[src/design/qppt_pkg.sv]
// shared types and codes for the queued playout progress tracker
package qppt_pkg;

  localparam logic KIND_SUBMIT   = 1'b0;
  localparam logic KIND_SNAPSHOT = 1'b1;

  localparam logic [2:0] SRC_ESTIMATED = 3'd0;

  localparam logic [1:0] QUAL_EXACT     = 2'd0;
  localparam logic [1:0] QUAL_BOUNDED   = 2'd1;
  localparam logic [1:0] QUAL_ESTIMATED = 2'd2;
  localparam logic [1:0] QUAL_INVALID   = 2'd3;

  typedef enum logic [2:0] {
    ST_ACCEPTED    = 3'd0,
    ST_GENERATION  = 3'd1,
    ST_TIME_BACK   = 3'd2,
    ST_COUNT_BACK  = 3'd3,
    ST_NOTHING_NEW = 3'd4,
    ST_TOO_LARGE   = 3'd5,
    ST_BAD_QUALITY = 3'd6
  } status_e;

  typedef struct packed {
    logic               kind;
    logic [31:0]        frames;
    logic [31:0]        generation;
    logic [63:0]        backlog;
    logic [63:0]        snap_time_us;
    logic signed [31:0] clk_err_us;
    logic [2:0]         clock_source;
    logic [1:0]         clock_quality;
    logic               underrun;
  } item_t;

  typedef struct packed {
    logic [31:0] expected_generation;
    logic [63:0] submitted_total;
    logic [63:0] reported_total;
    logic [63:0] last_report_time;
    logic        have_report;
  } track_t;

  typedef struct packed {
    status_e     status;
    logic [31:0] delta;
    logic [63:0] consumed;
  } eval_t;

endpackage

[src/design/qppt_in_stage.sv]
// input register stage holding one beat
module qppt_in_stage (
  input  logic            clk_i,
  input  logic            rst_ni,
  input  logic            in_valid_i,
  output logic            in_ready_o,
  input  qppt_pkg::item_t item_i,
  input  logic            advance_i,
  output logic            valid_o,
  output qppt_pkg::item_t item_o
);

  logic            valid_q, valid_d;
  qppt_pkg::item_t item_q, item_d;
  logic            load;

  assign in_ready_o = !valid_q || advance_i;
  assign load       = in_valid_i && in_ready_o;

  always_comb begin
    valid_d = valid_q;
    item_d  = item_q;
    if (load) begin
      valid_d = 1'b1;
      item_d  = item_i;
    end else if (advance_i) begin
      valid_d = 1'b0;
    end
  end

  always_ff @(posedge clk_i or negedge rst_ni) begin
    if (!rst_ni) begin
      valid_q <= 1'b0;
    end else begin
      valid_q <= valid_d;
    end
  end

  always_ff @(posedge clk_i) begin
    item_q <= item_d;
  end

  assign valid_o = valid_q;
  assign item_o  = item_q;

endmodule

[src/design/qppt_eval.sv]
// snapshot checks: consumed count, delta and status
module qppt_eval (
  input  qppt_pkg::item_t  item_i,
  input  qppt_pkg::track_t track_i,
  output qppt_pkg::eval_t  eval_o
);

  logic [64:0] diff_sub;
  logic [63:0] consumed;
  logic [64:0] diff_rep;
  logic        count_back;
  logic        time_back;
  logic        nothing_new;
  logic        too_large;
  logic        src_est;
  logic        qual_est;
  logic        quality_ok;
  logic [31:0] eb;

  assign diff_sub   = {1'b0, track_i.submitted_total} - {1'b0, item_i.backlog};
  // queued count above the total clamps consumed to zero
  assign consumed   = diff_sub[64] ? 64'd0 : diff_sub[63:0];
  assign diff_rep   = {1'b0, consumed} - {1'b0, track_i.reported_total};
  assign count_back = diff_rep[64];
  assign time_back  = track_i.have_report &&
                      (item_i.snap_time_us < track_i.last_report_time);
  assign nothing_new = (diff_rep[63:0] == 64'd0) && !item_i.underrun;
  assign too_large   = |diff_rep[63:32];

  assign eb       = item_i.clk_err_us;
  assign src_est  = (item_i.clock_source == qppt_pkg::SRC_ESTIMATED);
  assign qual_est = (item_i.clock_quality == qppt_pkg::QUAL_ESTIMATED);

  always_comb begin
    quality_ok = 1'b0;
    case (item_i.clock_quality)
      qppt_pkg::QUAL_EXACT:     quality_ok = (eb == 32'd0);
      qppt_pkg::QUAL_BOUNDED:   quality_ok = !eb[31];
      qppt_pkg::QUAL_ESTIMATED: quality_ok = !eb[31] || (eb == 32'hFFFF_FFFF);
      default:                  quality_ok = 1'b0;
    endcase
    if (src_est != qual_est) begin
      quality_ok = 1'b0;
    end
  end

  always_comb begin
    eval_o.delta    = diff_rep[31:0];
    eval_o.consumed = consumed;
    if (item_i.generation != track_i.expected_generation) begin
      eval_o.status = qppt_pkg::ST_GENERATION;
    end else if (time_back) begin
      eval_o.status = qppt_pkg::ST_TIME_BACK;
    end else if (count_back) begin
      eval_o.status = qppt_pkg::ST_COUNT_BACK;
    end else if (nothing_new) begin
      eval_o.status = qppt_pkg::ST_NOTHING_NEW;
    end else if (too_large) begin
      eval_o.status = qppt_pkg::ST_TOO_LARGE;
    end else if (!quality_ok) begin
      eval_o.status = qppt_pkg::ST_BAD_QUALITY;
    end else begin
      eval_o.status = qppt_pkg::ST_ACCEPTED;
    end
  end

endmodule

[src/design/qppt_state.sv]
// generation register and running frame counters
module qppt_state (
  input  logic              clk_i,
  input  logic              rst_ni,
  input  logic              cfg_we_i,
  input  logic [31:0]       cfg_wdata_i,
  input  logic              submit_i,
  input  logic [31:0]       frames_i,
  input  logic              commit_i,
  input  logic [63:0]       consumed_i,
  input  logic [63:0]       time_i,
  output qppt_pkg::track_t  track_o
);

  qppt_pkg::track_t track_q, track_d;

  always_comb begin
    track_d = track_q;
    if (cfg_we_i) begin
      track_d = '0;
      track_d.expected_generation = cfg_wdata_i;
    end else if (submit_i) begin
      track_d.submitted_total = track_q.submitted_total + {32'd0, frames_i};
    end else if (commit_i) begin
      track_d.reported_total   = consumed_i;
      track_d.last_report_time = time_i;
      track_d.have_report      = 1'b1;
    end
  end

  always_ff @(posedge clk_i or negedge rst_ni) begin
    if (!rst_ni) begin
      track_q <= '0;
    end else begin
      track_q <= track_d;
    end
  end

  assign track_o = track_q;

endmodule

[src/design/queued_playout_progress_tracker_top.sv]
// top level of the queued playout progress tracker
// One beat is taken per cycle, submits and snapshots alike, for as long as reports
// drain. A beat is first held in the input register; a snapshot then goes through
// the combinational checks and the counter update and lands in the result
// register, from which its report is valid. While a report
// waits on out_ready_i, a snapshot behind it holds in the input register and
// in_ready_o stays low until the report leaves; in_ready_o follows out_ready_i
// combinationally in that case. Submits give no report and only add to the total.
// Writing the generation register clears all counters and takes effect at the next
// edge.
module queued_playout_progress_tracker_top (
  input  logic               clk_i,
  input  logic               rst_ni,
  input  logic               cfg_we_i,
  input  logic [31:0]        cfg_wdata_i,
  input  logic               in_valid_i,
  output logic               in_ready_o,
  input  logic               kind_i,
  input  logic [31:0]        frames_i,
  input  logic [31:0]        generation_i,
  input  logic [63:0]        backlog_i,
  input  logic [63:0]        snap_time_us_i,
  input  logic signed [31:0] clk_err_us_i,
  input  logic [2:0]         clock_source_i,
  input  logic [1:0]         clock_quality_i,
  input  logic               underrun_i,
  output logic               out_valid_o,
  input  logic               out_ready_i,
  output logic [2:0]         status_o,
  output logic [31:0]        frames_played_o,
  output logic [63:0]        report_time_us_o,
  output logic signed [31:0] report_clk_err_us_o,
  output logic [2:0]         report_source_o,
  output logic [1:0]         report_quality_o,
  output logic               report_underrun_o
);

  qppt_pkg::item_t  in_item;
  qppt_pkg::item_t  s1_item;
  qppt_pkg::track_t track;
  qppt_pkg::eval_t  eval;
  logic             s1_valid;
  logic             out_free;
  logic             advance;
  logic             is_snap;
  logic             accepted;

  logic               out_valid_q, out_valid_d;
  qppt_pkg::status_e  status_q, status_d;
  logic [31:0]        played_q, played_d;
  logic [63:0]        time_q, time_d;
  logic signed [31:0] eb_q, eb_d;
  logic [2:0]         src_q, src_d;
  logic [1:0]         qual_q, qual_d;
  logic               ur_q, ur_d;

  always_comb begin
    in_item.kind          = kind_i;
    in_item.frames        = frames_i;
    in_item.generation    = generation_i;
    in_item.backlog       = backlog_i;
    in_item.snap_time_us  = snap_time_us_i;
    in_item.clk_err_us    = clk_err_us_i;
    in_item.clock_source  = clock_source_i;
    in_item.clock_quality = clock_quality_i;
    in_item.underrun      = underrun_i;
  end

  assign out_free = !out_valid_q || out_ready_i;
  assign is_snap  = (s1_item.kind == qppt_pkg::KIND_SNAPSHOT);
  assign advance  = s1_valid && (!is_snap || out_free);
  assign accepted = (eval.status == qppt_pkg::ST_ACCEPTED);

  qppt_in_stage u_in_stage (
    .clk_i      (clk_i),
    .rst_ni     (rst_ni),
    .in_valid_i (in_valid_i),
    .in_ready_o (in_ready_o),
    .item_i     (in_item),
    .advance_i  (advance),
    .valid_o    (s1_valid),
    .item_o     (s1_item)
  );

  qppt_eval u_eval (
    .item_i  (s1_item),
    .track_i (track),
    .eval_o  (eval)
  );

  qppt_state u_state (
    .clk_i       (clk_i),
    .rst_ni      (rst_ni),
    .cfg_we_i    (cfg_we_i),
    .cfg_wdata_i (cfg_wdata_i),
    .submit_i    (advance && !is_snap),
    .frames_i    (s1_item.frames),
    .commit_i    (advance && is_snap && accepted),
    .consumed_i  (eval.consumed),
    .time_i      (s1_item.snap_time_us),
    .track_o     (track)
  );

  always_comb begin
    out_valid_d = out_valid_q;
    status_d    = status_q;
    played_d    = played_q;
    time_d      = time_q;
    eb_d        = eb_q;
    src_d       = src_q;
    qual_d      = qual_q;
    ur_d        = ur_q;
    if (advance && is_snap) begin
      out_valid_d = 1'b1;
      status_d    = eval.status;
      played_d    = '0;
      time_d      = '0;
      eb_d        = '0;
      src_d       = '0;
      qual_d      = '0;
      ur_d        = 1'b0;
      if (accepted) begin
        played_d = eval.delta;
        time_d   = s1_item.snap_time_us;
        eb_d     = s1_item.clk_err_us;
        src_d    = s1_item.clock_source;
        qual_d   = s1_item.clock_quality;
        ur_d     = s1_item.underrun;
      end
    end else if (out_ready_i) begin
      out_valid_d = 1'b0;
    end
  end

  always_ff @(posedge clk_i or negedge rst_ni) begin
    if (!rst_ni) begin
      out_valid_q <= 1'b0;
    end else begin
      out_valid_q <= out_valid_d;
    end
  end

  always_ff @(posedge clk_i) begin
    status_q <= status_d;
    played_q <= played_d;
    time_q   <= time_d;
    eb_q     <= eb_d;
    src_q    <= src_d;
    qual_q   <= qual_d;
    ur_q     <= ur_d;
  end

  assign out_valid_o         = out_valid_q;
  assign status_o            = status_q;
  assign frames_played_o     = played_q;
  assign report_time_us_o    = time_q;
  assign report_clk_err_us_o = eb_q;
  assign report_source_o     = src_q;
  assign report_quality_o    = qual_q;
  assign report_underrun_o   = ur_q;

endmodule

[config.mk]
export PLATFORM = sky130hd
export DESIGN_NAME = queued_playout_progress_tracker_top
export DESIGN_NICKNAME = d
export VERILOG_FILES = /design/src/design/qppt_pkg.sv /design/src/design/qppt_in_stage.sv /design/src/design/qppt_eval.sv /design/src/design/qppt_state.sv /design/src/design/queued_playout_progress_tracker_top.sv
export SDC_FILE = /design/constraint.sdc
export NUM_CORES = 1
export LEC_CHECK = 0
export ABC_AREA = 1
export CAP_MARGIN = 25
export CORE_ASPECT_RATIO = 1.25
export CORE_MARGIN = 4
export CORE_UTILIZATION = 40
export CTS_CLUSTER_SIZE = 14
export DETAILED_ROUTE_END_ITERATION = 8
export DONT_BUFFER_PORTS = 1
export SYNTH_ARGS = -nofsm -noshare
export SYNTH_HDL_FRONTEND = slang
export SYNTH_SLANG_ARGS = --single-unit
export TNS_END_PERCENT = 30
[constraint.sdc]
create_clock -name clk_i -period 13.85 [get_ports clk_i]
set_clock_uncertainty 0.15 [all_clocks]
set_input_delay 1.385 -clock clk_i [delete_from_list [all_inputs] [get_ports clk_i]]
set_output_delay 1.385 -clock clk_i [all_outputs]
set_load 0.03 [all_outputs]
==> results of run 1 <==
## power breakdown
| group | internal (W) | leakage (nW) | switching (W) |
|---|---|---|---|
| clock | 0.00106 | 1.10 | 0.000774 |
| sequential | 0.00198 | 6.68 | 0.0000814 |
| combinational | 0.000113 | 11.9 | 0.000253 |
| total | 0.00315 | 19.7 | 0.00111 |
## worst register-to-register path, delay by kind of cell, from the launching register on
kind | cells | cell delay [ps]
AOI/OAI and AO/OA | 6 | 1450
xor gates and xnor gates | 1 | 270
adders and majority gates | 4 | 960
buffers and inverters | 8 | 2650
DFF | 1 | 380
and+or+nand+nor | 21 | 2630
## final cells by class
cell class,instances,area [um2]
Clock inverter,41,474
Inverter,919,3480
Antenna cell,3,7.51
Clock buffer,82,1780
Sequential cell,595,16700
Timing Repair Buffer,17,148
Tap cell,1206,1510
Fill cell,9299,52100
Multi-Input combinational cell,3142,16500
## how the worst max path moves through the flow
stage | end | depth (start not counted)
after CTS | frames_played_o[18]$_SDFFCE_PP0P_ | 39
after global routing | frames_played_o[18]$_SDFFCE_PP0P_ | 39
final | frames_played_o[27]$_SDFFCE_PP0P_ | 40
after floorplan | u_in_stage.item_o[0]$_DFFE_PP_ | 4
after detailed placement | frames_played_o[30]$_SDFFCE_PP0P_ | 39
after global placement | frames_played_o[12]$_SDFFCE_PP0P_ | 39
## cell families (layout without fill, tap and decap cells)
family / after synthesis / after routing / share of synthesized area (%)
XOR/XNOR: 95 / 95 / 2.23
AND/OR/NAND/NOR: 2257 / 2257 / 26.1
buffers and inverters: 1028 / 1059 / 11.0
adder cells (fa/ha/maj): 226 / 226 / 7.64
other: 0 / 3 / 0
flip-flops: 595 / 595 / 44.8
AO/OA/AOI/OAI: 564 / 564 / 8.19
## layer usage
layer | track usage [%] | vias up | share of wire [%]
met3 | 2.85 | 204 | 4.3
li1 | - | 15400 | -
met2 | 36.5 | 739 | 49
met5 | 0 | - | 0
met1 | 27.4 | 14100 | 44
met4 | 7.17 | 0 | 3.4
## registers in the layout, summed over array words and instances (netlist names)
signal,count
u_in_stage.item_o,231
u_state.track_o,225
report_time_us_o,64
frames_played_o,32
report_clk_err_us_o,32
report_source_o,3
status_o,3
report_quality_o,2
out_valid_o,1
report_underrun_o,1
u_in_stage.valid_o,1
## through the flow
| stage | hold WS, ps | cells | power, W | utilization (%) | setup slack [ps] |
|---|---|---|---|---|---|
| 2_1_floorplan | 288 | 4765 | 0.00236 | - | 6840 |
| 3_3_place_gp | 323 | 5878 | 0.00245 | 41.4 | 5270 |
| 3_5_place_dp | 328 | 5878 | 0.00246 | 41.4 | 5100 |
| 4_1_cts | 269 | 6001 | 0.00432 | 43.8 | 5080 |
| 5_1_grt | 275 | 6004 | 0.00444 | 43.8 | 4060 |
| 6_report | 310 | 6005 | 0.00426 | 43.8 | 5100 |
## cells in the final DEF, fill, tap and decap left out, types with 4 or more instances in the layout
cell type	instances
o21ai_1	4
nand3b_1	17
nor3_1	43
bufinv_16	7
a211oi_1	6
o21ai_0	158
o21a_1	15
clkinv_1	15
o21bai_1	11
and2_1	4
inv_2	8
a31oi_1	21
inv_1	903
buf_4	16
nor2_1	416
a21boi_0	8
nand3_1	248
or2_2	17
xnor2_1	55
nand2_1	1203
o31ai_1	10
o211ai_1	6
dfrtp_1	227
inv_6	5
nor4_1	29
edfxtp_1	368
clkinv_8	4
clkbuf_16	68
nand2_2	6
a21oi_1	305
ha_1	223
xor2_1	40
clkbuf_1	11
a21o_1	5
nor2_2	77
o221ai_1	6
clkinv_2	10
nand4_1	187
==> results.toml, run 1 <==
[timing]
fmax_mhz = 114
worst_pin_slew_ps = 969
hold_viol_final = 0
setup_violations = 0
slew_headroom_pct = 35.4
fin_crit_ps = 8750
fin_tns_setup_ps = 0
rsz0062_at_grt = "no"
slew_violations = 0
period_share_pct = 63.2

[layout]
final_area_um2 = 40600
drive_above_1_share_pct = 4.98
final_nets = 5236
area_delta_synth_final_pct = 8.95

[global_routing]
grt_usage_pct = 21.2
grt_pass1_wl_mm = 165
grt_pass1_vias = 29600
antenna_found_initial = 8
grt_start_max_net_pins = 228
overflow = 0

[routing]
via_per_inst = 5.07
drt_pass1_iterations = 6
avgRoutedWirePerCell_um = 17.7
ant_nets = 0
via_count = 30500
totalWireLength_mm = 106
drt_iter0_markers = 1970
drcViolationCount = 0

[logic_synthesis]
synth-seq-cells = 595
synthTopCellsByCount = "1203 x nand2_1, 905 x inv_1, 418 x nor2_1"
synth_cells = 4765
synth.avg_cell_area_um2 = 7.83
syn_nets = 5259
synthDominantCellAreaShare_pct = 29.6
synth-async-reset-ratio_pct = 38.2
synth_top_cell_by_area = "edfxtp_1"
synth.most_common_cell = "nand2_1"
synth_edf_count = 368
ys.flop_type = "edfxtp_1"
yosys_warnings = 0
synth.area.top_cells = "edfxtp_1 30%, dfrtp_1 15%, nand2_1 12%, inv_1 9.1%, ha_1 7.5%"
netlist_area_um2 = 37300
ys_seq_area_share_pct = 44.8
synth.distinct_cells = 50

[worst_setup_path]
crit_required_ps = 14030
r2r_end = "frames_played_o[27]$_SDFFCE_PP0P_"
worstPathMaxFanout = 68
cp_data_arrival_time_ps = 8930
critPathKind = "reg2reg"
crit_family = "simple AND/OR/NAND/NOR gates"
cpPeakStageDelay_ps = 680
worst-r2r-setup-slack_ps = 5100
end_kind = "flop"
cp_num_buf_inv = 8
slowest_stage = "buf_4"
reg2reg_from = "u_state.track_o[129]$_DFFE_PN0P_"
startpoint = "u_state.track_o[129]$_DFFE_PN0P_"
ff2ff_path_depth = 40
cp-start-kind = "flop"
crit_top_cell = "nand2_1"

[die]
die_width_um = 281
num_io_pins = 407
rows = 125
start_util_pct = 40.2
die_h_um = 349
fp.dieArea_um2 = 98300
core_area_um2 = 92700

[cts]
clk_latency_ps = 640
tritoncts = "yes"
clockBufferDepth = 3
cts.repair.resized = 0
path_clk_slew_ps = 60
postCtsSetupBuffers = 0
cts_made_buffers = 67
cts-root-buf = "clkbuf_16"
cts_num_sinks = 595
ctsHoldBuffers = 0
htreeDepth = 3

[power_and_ir_drop]
p_leak_nw = 19.7
ir_worst_vdd_uv = 97.2
power.density_nw_per_um2 = 105

[place]
port_buffers = 0
place_area_um2 = 38400
globalplace.congestion = 0.944
place_hpwl_mm = 81.7

[flow_run]
max_cap_viol_count = 0

[run_status]
status = "completed"

[min_path]
hold_path.class = "in2async"
(Power assumes the default switching activity.)
==> inputs of run 2 (changes only) <==
Clock period 13.85 ns to 8.5 ns, I/O delays scaled along.
==> run 2 against run 1 <==
Effect of this change:
- the run now ends with negative hold slack left
- register-to-register slack got worse by 3900 ps
- worst hold slack got worse by 340 ps
- count of clock-buffer cells in the layout decreased by 7
- first-iteration DRC count up 17%
- die area stayed put
- critical path depth shrank 4
- critical path type unchanged
- largest cell class unchanged
==> results.toml, run 2 (same netlist as run 1, synthesis figures left out) <==
[run_status]
status = "finished, violations left"
violations = "negative hold slack"

[place]
globalplace.congestion = 0.966
place_hpwl_mm = 80.1
place_area_um2 = 38500
place_inst = 5885
port_buffers = 0

[layout]
final_util_pct = 44.1
layout_common_cells = "1203 x nand2_1, 903 x inv_1, 416 x nor2_1"
drive_above_1_share_pct = 5.25
final_area_um2 = 40900
area_delta_synth_final_pct = 9.69
final_cells = 6013
largest_register_ffs = 231
final_nets = 5244
final_common_cell = "nand2_1"

[cts]
tritoncts = "yes"
clk_latency_ps = 630
clockBufferDepth = 3
cts-root-buf = "clkbuf_16"
cts_num_sinks = 595
path_clk_slew_ps = 60
postCtsSetupBuffers = 0
cts_made_buffers = 66
htreeDepth = 3

[worst_setup_path]
reg2reg_from = "u_state.track_o[129]$_DFFE_PN0P_"
worst-r2r-setup-slack_ps = 1190
cp-start-kind = "flop"
ff2ff_path_depth = 36
worstPathMaxFanout = 49
critPathKind = "reg2reg"
cpPeakStageDelay_ps = 620
slowest_stage = "a31oi_4"
end_kind = "flop"
crit_top_cell = "nand2_1"
r2r_end = "report_time_us_o[36]$_SDFFCE_PP0P_"
crit_required_ps = 8720
cp_data_arrival_time_ps = 7530

[flow_run]
max_cap_viol_count = 0

[routing]
via_count = 30500
drcViolationCount = 0
totalWireLength_mm = 105
ant_nets = 0
drt_pass1_iterations = 6
avgRoutedWirePerCell_um = 17.4
drt_iter0_markers = 2312
via_per_inst = 5.07

[die]
die_width_um = 281
num_io_pins = 407
die_h_um = 349
rows = 125
core_area_um2 = 92700
fp.dieArea_um2 = 98300
start_util_pct = 40.2

[timing]
slew_headroom_pct = 37.6
fmax_mhz = 137
period_share_pct = 86.0
hold_viol_final = 12
rsz0062_at_grt = "no"
whs_ps = -31.6
fin_tns_setup_ps = 0
slew_violations = 0
worst_pin_slew_ps = 936
fin_crit_ps = 7310
setup_violations = 0

[min_path]
hold_path.class = "in2async"

[power_and_ir_drop]
power.density_nw_per_um2 = 174
ir_worst_vdd_uv = 155
p_leak_nw = 19.8
power_w = 0.00710

[global_routing]
overflow = 0
grt_start_max_net_pins = 228
grt_usage_pct = 20.8
grt_pass1_vias = 29300
antenna_found_initial = 10
grt_pass1_wl_mm = 162
-- run 2: final cells by class --
type / instances / area, um2
fillers: 9274 / 51800
inverters: 919 / 3480
clock inverters: 46 / 649
multi-input cells: 3142 / 16500
well taps: 1206 / 1510
diodes: 4 / 10.0
repair buffers: 26 / 300
flip-flops and latches: 595 / 16700
clock buffers: 75 / 1730
-- run 2: worst max-delay path by stage --
stage / startpoint / to / depth (start not counted)
after floorplan: out_ready_i / u_in_stage.item_o[0]$_DFFE_PP_ / 4
after global placement: u_state.track_o[129]$_DFFE_PN0P_ / report_time_us_o[54]$_SDFFCE_PP0P_ / 36
after detailed placement: u_state.track_o[129]$_DFFE_PN0P_ / report_time_us_o[62]$_SDFFCE_PP0P_ / 36
after CTS: u_state.track_o[129]$_DFFE_PN0P_ / report_time_us_o[10]$_SDFFCE_PP0P_ / 36
after global routing: u_state.track_o[129]$_DFFE_PN0P_ / report_time_us_o[55]$_SDFFCE_PP0P_ / 38
final: u_state.track_o[129]$_DFFE_PN0P_ / report_time_us_o[36]$_SDFFCE_PP0P_ / 36
-- run 2: timing repair --
action	in CTS	in global routing
hold endpoints to repair	227	0
resized for setup	0	0
hold buffers	1	0
-- run 2: metrics by stage --
step / hold WS, ps / worst slack, ps
final: -31.6 / 1190
after detailed placement: 329 / 1160
after floorplan: 288 / 2020
after CTS: 101 / 1140
after global placement: 322 / 1250
after global routing: 10.7 / 446
-- run 2: critical path: cells and delay by family, from the launching register on --
kind	cells	cell delay [ps]
AND/OR/NAND/NOR	20	2440
AO/OA/AOI/OAI	6	1740
buffers and inverters	7	1530
adder cells (fa/ha/maj)	3	760
flip-flops	1	380
-- run 2: power by group --
part	internal, W	switching [W]
combinational	0.000190	0.000431
sequential	0.00322	0.000133
clock	0.00188	0.00125
-- run 2: metal layers --
layer  up-vias  wire length, um  track usage (%)
li1      15400                -                -
met1     14000            45200             26.7
met2       823            51100             36.3
met3       195             4730             2.80
met4         0             3470             6.76
met5         -                0                0
